File: src/sv/tbp_pkg.sv
`timescale 1ns / 1ps
// Package for the tournament branch predictor: request types, table defaults,
// counter constants and the controller/datapath command and status structs. No dependencies.
package tbp_pkg;

    localparam int ADDR_W            = 32;
    localparam int CNT_W             = 32;
    localparam int HIST_W            = 11;
    localparam int HB_W              = 4;
    localparam int CTR_W             = 2;
    localparam int TABLE_ENTRIES_DEF = 2048;

    localparam logic [CTR_W-1:0] CTR_MAX     = 2'd3;
    localparam logic [CTR_W-1:0] CTR_MIN     = 2'd0;
    localparam logic [CTR_W-1:0] GSH_RESET   = 2'd3;
    localparam logic [CTR_W-1:0] BIM_RESET   = 2'd3;
    localparam logic [CTR_W-1:0] CHO_RESET   = 2'd0;
    localparam logic [HB_W-1:0]  HB_RESET    = 4'd11;

    typedef struct packed {
        logic [ADDR_W-1:0] branch_address;
        logic              taken;
    } t_in_item;

    typedef struct packed {
        logic             predicted_taken;
        logic             prediction_correct;
        logic             used_bimodal;
        logic [CNT_W-1:0] correct_total;
        logic [CNT_W-1:0] branch_total;
    } t_out_item;

    typedef struct packed {
        logic accept;
        logic clr_we;
        logic div_step;
        logic rd_en;
        logic commit;
    } t_ctl_cmd;

    typedef struct packed {
        logic clr_last;
        logic need_div;
        logic div_last;
        logic out_free;
    } t_ctl_sts;

    function automatic logic [CTR_W-1:0] ctr_step(input logic [CTR_W-1:0] c,
                                                  input logic up);
        logic [CTR_W-1:0] r;
        if (up) begin
            r = (c == CTR_MAX) ? CTR_MAX : c + 1'b1;
        end else begin
            r = (c == CTR_MIN) ? CTR_MIN : c - 1'b1;
        end
        return r;
    endfunction

endpackage

File: src/sv/tbp_ctrl.sv
`timescale 1ns / 1ps
// Sequencer for the tournament branch predictor: table clear, index reduction,
// table read and commit. Depends on tbp_pkg.
module tbp_ctrl (
    input  logic              i_clk,
    input  logic              i_rst_n,
    input  logic              i_in_valid,
    output logic              o_in_stall,
    input  tbp_pkg::t_ctl_sts i_sts,
    output tbp_pkg::t_ctl_cmd o_cmd
);

    typedef enum logic [4:0] {
        ST_CLEAR  = 5'b00001,
        ST_IDLE   = 5'b00010,
        ST_DIV    = 5'b00100,
        ST_READ   = 5'b01000,
        ST_COMMIT = 5'b10000
    } t_state;

    t_state r_state;
    t_state n_state;

    always_ff @(posedge i_clk) begin
        if (!i_rst_n) begin
            r_state <= ST_CLEAR;
        end else begin
            r_state <= n_state;
        end
    end

    always_comb begin
        n_state = r_state;
        o_cmd   = '0;
        case (r_state)
            ST_CLEAR: begin
                o_cmd.clr_we = 1'b1;
                if (i_sts.clr_last) begin
                    n_state = ST_IDLE;
                end
            end
            ST_IDLE: begin
                if (i_in_valid) begin
                    o_cmd.accept = 1'b1;
                    n_state = i_sts.need_div ? ST_DIV : ST_READ;
                end
            end
            ST_DIV: begin
                o_cmd.div_step = 1'b1;
                if (i_sts.div_last) begin
                    n_state = ST_READ;
                end
            end
            ST_READ: begin
                o_cmd.rd_en = 1'b1;
                n_state = ST_COMMIT;
            end
            ST_COMMIT: begin
                if (i_sts.out_free) begin
                    o_cmd.commit = 1'b1;
                    n_state = ST_IDLE;
                end
            end
            default: begin
                n_state = ST_CLEAR;
            end
        endcase
    end

    assign o_in_stall = (r_state != ST_IDLE);

endmodule

File: config.mk
export PLATFORM = sky130hd
export DESIGN_NAME = tbp_ctrl
export DESIGN_NICKNAME = d
export VERILOG_FILES = /design/src/sv/tbp_pkg.sv /design/src/sv/tbp_ctrl.sv
export SDC_FILE = /design/constraint.sdc
export NUM_CORES = 1
export LEC_CHECK = 0
export BUFFER_PORTS_ARGS = -buffer_cell sky130_fd_sc_hd__buf_2
export CORE_AREA = 2 2 39 41
export DETAILED_ROUTE_END_ITERATION = 6
export DIE_AREA = 0 0 41 43
export PLACE_DENSITY = 0.5
export SKIP_CTS_REPAIR_TIMING = 1
export SYNTH_ARGS = -nofsm -noshare
export SYNTH_HDL_FRONTEND = slang
export SYNTH_SLANG_ARGS = --single-unit
File: constraint.sdc
create_clock -name i_clk -period 1.72 [get_ports i_clk]
set_clock_uncertainty 0.2 [all_clocks]
set_input_delay 0.172 -clock i_clk [delete_from_list [all_inputs] [get_ports i_clk]]
set_output_delay 0.172 -clock i_clk [all_outputs]
set_load 0.03 [all_outputs]
==> metrics <==
first-pass GRT wire length 1270 microns; Tcrit/Tclk final 103%; async set-reset flop share out of synthesis 0%; Ports 13; clk slew on worst S/H paths 0.04 ns; failing checks negative setup slack; GRT Util Overall 10.8%; Top reg by flops r_state; CTS tree done; Antenna diodes 0; run status complete, but fails checks; register area share after synthesis 27.1%; Clock Sinks 5; # nets final 71; Slowest-stage cell, CP or3_4; Initial Utilization 26.7%; DR vias/cell 4.92; final setup margin -0.0469 ns; Post-synth top cells 5 x dfxtp_1, 4 x nor3_1, 3 x nor4_1; H-Tree Level Count 1; initial antenna violation count 0; RSZ-0062 raised after global routing yes; Fillers 148; crit-path cells or3_4 > or2_4 > nor2_4 > buf_6; Layout area overhead 52.9%; mapped cell area 369 sq um; hold path depth 3; clk_lat worst skew 0.24 ns; vias in the first global route 299; DPL Wire Length 616 microns; CTS Buf Count 3; largest net degree at the start of global routing 11; Yosys warning total 0; post-synthesis area per instance 8.58 sq um; EDFF count, synth 0; Die Ht 43 microns; Remaining Overflow, GRT 0; Fmax 0.566 GHz; max reg flops 5; die span in x 41 microns; endpoint type of the worst setup path output port; ys flop type dfxtp_1; HP Class input port to flip-flop; Tmin final 1.77 ns; Placed Area 459 sq um; Crit Path Max Fanout 3; total power draw 0.000358 W; P per Cell Area 634 nW/um^2; root buf cell clkbuf_4; post-synth top area share 27.1%; cell count after synthesis 43; Final Max Slew Viols 0; Yosys cell types 31; Synth area leader dfxtp_1; Max-Cap Viols 0; Finished Layout Cells 79; number of stages on the worst setup path 4; row count 14; Worst Reg-to-Reg Cells 4; Area contributors post-synth dfxtp_1 27%, nor3_1 5.4%, nor4_1 5.1%; drc violations 0; die area 1760 sq um; syn_nets 50; biggest regs r_state: 5 flops; core area 1380 sq um; Port Buffers 12; delay-heaviest family, CP simple AND/OR/NAND/NOR gates; via count 389; final hold vios 0; Setup CP Type flip-flop to output port; Worst path max stage delay 0.39 ns; most numerous cell in the Yosys netlist dfxtp_1; Worst-Margin Slew 0.332 ns; Routed WL 830 microns; 1st-pass router iterations 4; Final ANT Viol Nets 0; gp weighted congestion 0.734; Seq cells post-synth 5; Max clock buf depth 2; placed insts 71; CP required 1.35 ns; startpoint types flip-flop; Crit path arrival time 1.39 ns; # setup viols final 2; share of cells above drive strength 1 55.6%; static leakage 0.225 nW; number of buffers and inverters on the critical path 1; DR iter-0 viols 9; average wire per standard cell 10.5 microns; relative max-transition margin 77.8%; post-route cell area 564 sq um; VDD IR-drop max 414 uV
worst reg2reg max path, delay by kind of cell, from the launching register on:
family | cells | cell delay, ns
buf+inv | 1 | 0.14
flops | 1 | 0.33
compound gates | 2 | 0.54
simple gates | 1 | 0.15
layer usage:
layer | vias to the layer above | wire length [microns] | GRT usage, % | share of wire, %
met2 | 7 | 383 | 14.1 | 46
met3 | 0 | 48 | 7.85 | 5.8
li1 | 200 | - | - | -
met1 | 182 | 399 | 15.2 | 48
met4 | 0 | 0 | 0 | 0
met5 | - | 0 | 0 | 0
through the flow:
| step | setup TNS, ns | hold slack, ns | util (%) | worst slack (ns) |
|---|---|---|---|---|
| 2_1_floorplan | 0 | 0.0504 | - | 0.0613 |
| 4_1_cts | -0.211 | -0.0179 | 35.1 | -0.122 |
| 3_5_place_dp | 0 | 0.232 | 33.2 | 0.141 |
| 3_3_place_gp | 0 | 0.230 | 33.2 | 0.149 |
| 6_report | -0.0660 | 0.0329 | 40.8 | -0.0469 |
| 5_1_grt | -0.219 | 0.0522 | 40.8 | -0.0954 |
cell type report:
type	count	area [sq um]	share of cell area, %
tap	16	20.0	3.55
clock buffer	4	26.3	4.66
inverter	1	3.75	0.665
timing repair buffer	19	136	24.2
multi-input combinational	34	273	48.3
sequential	5	105	18.6
power breakdown:
part | internal, W | leakage (nW) | switching (W)
logic | 0.0000476 | 0.168 | 0.0000446
clock network | 0.0000876 | 0.0150 | 0.0000464
registers | 0.000123 | 0.0418 | 0.00000854
total | 0.000258 | 0.225 | 0.0000996
worst paths after layout:
| path | start | to | slack [ns] |
|---|---|---|---|
| max | r_state[0] | o_cmd[4] | -0.05 |
| min | i_sts[0] | r_state[4] | 0.03 |
| max reg2reg | r_state[4] | r_state[1] | 0.30 |
| min reg2reg | r_state[0] | r_state[4] | 0.45 |
kinds of logic after synthesis:
family	after synthesis	synth area share (%)
AOI/OAI and AO/OA	8	15.6
buffers and inverters	4	7.46
xor gates and xnor gates	1	2.37
DFF	5	27.1
and+or+nand+nor	25	47.5
cells in the final DEF (no fill, tap or decap), types with 2 or more instances in the layout:
cell	n
nor2_1	2
nor3_2	2
nand3b_1	2
buf_4	6
nand2_1	2
clkbuf_4	4
dfxtp_2	4
nor3_1	3
buf_2	8
buf_6	3
Note: power is estimated with default switching activity, not from simulation.
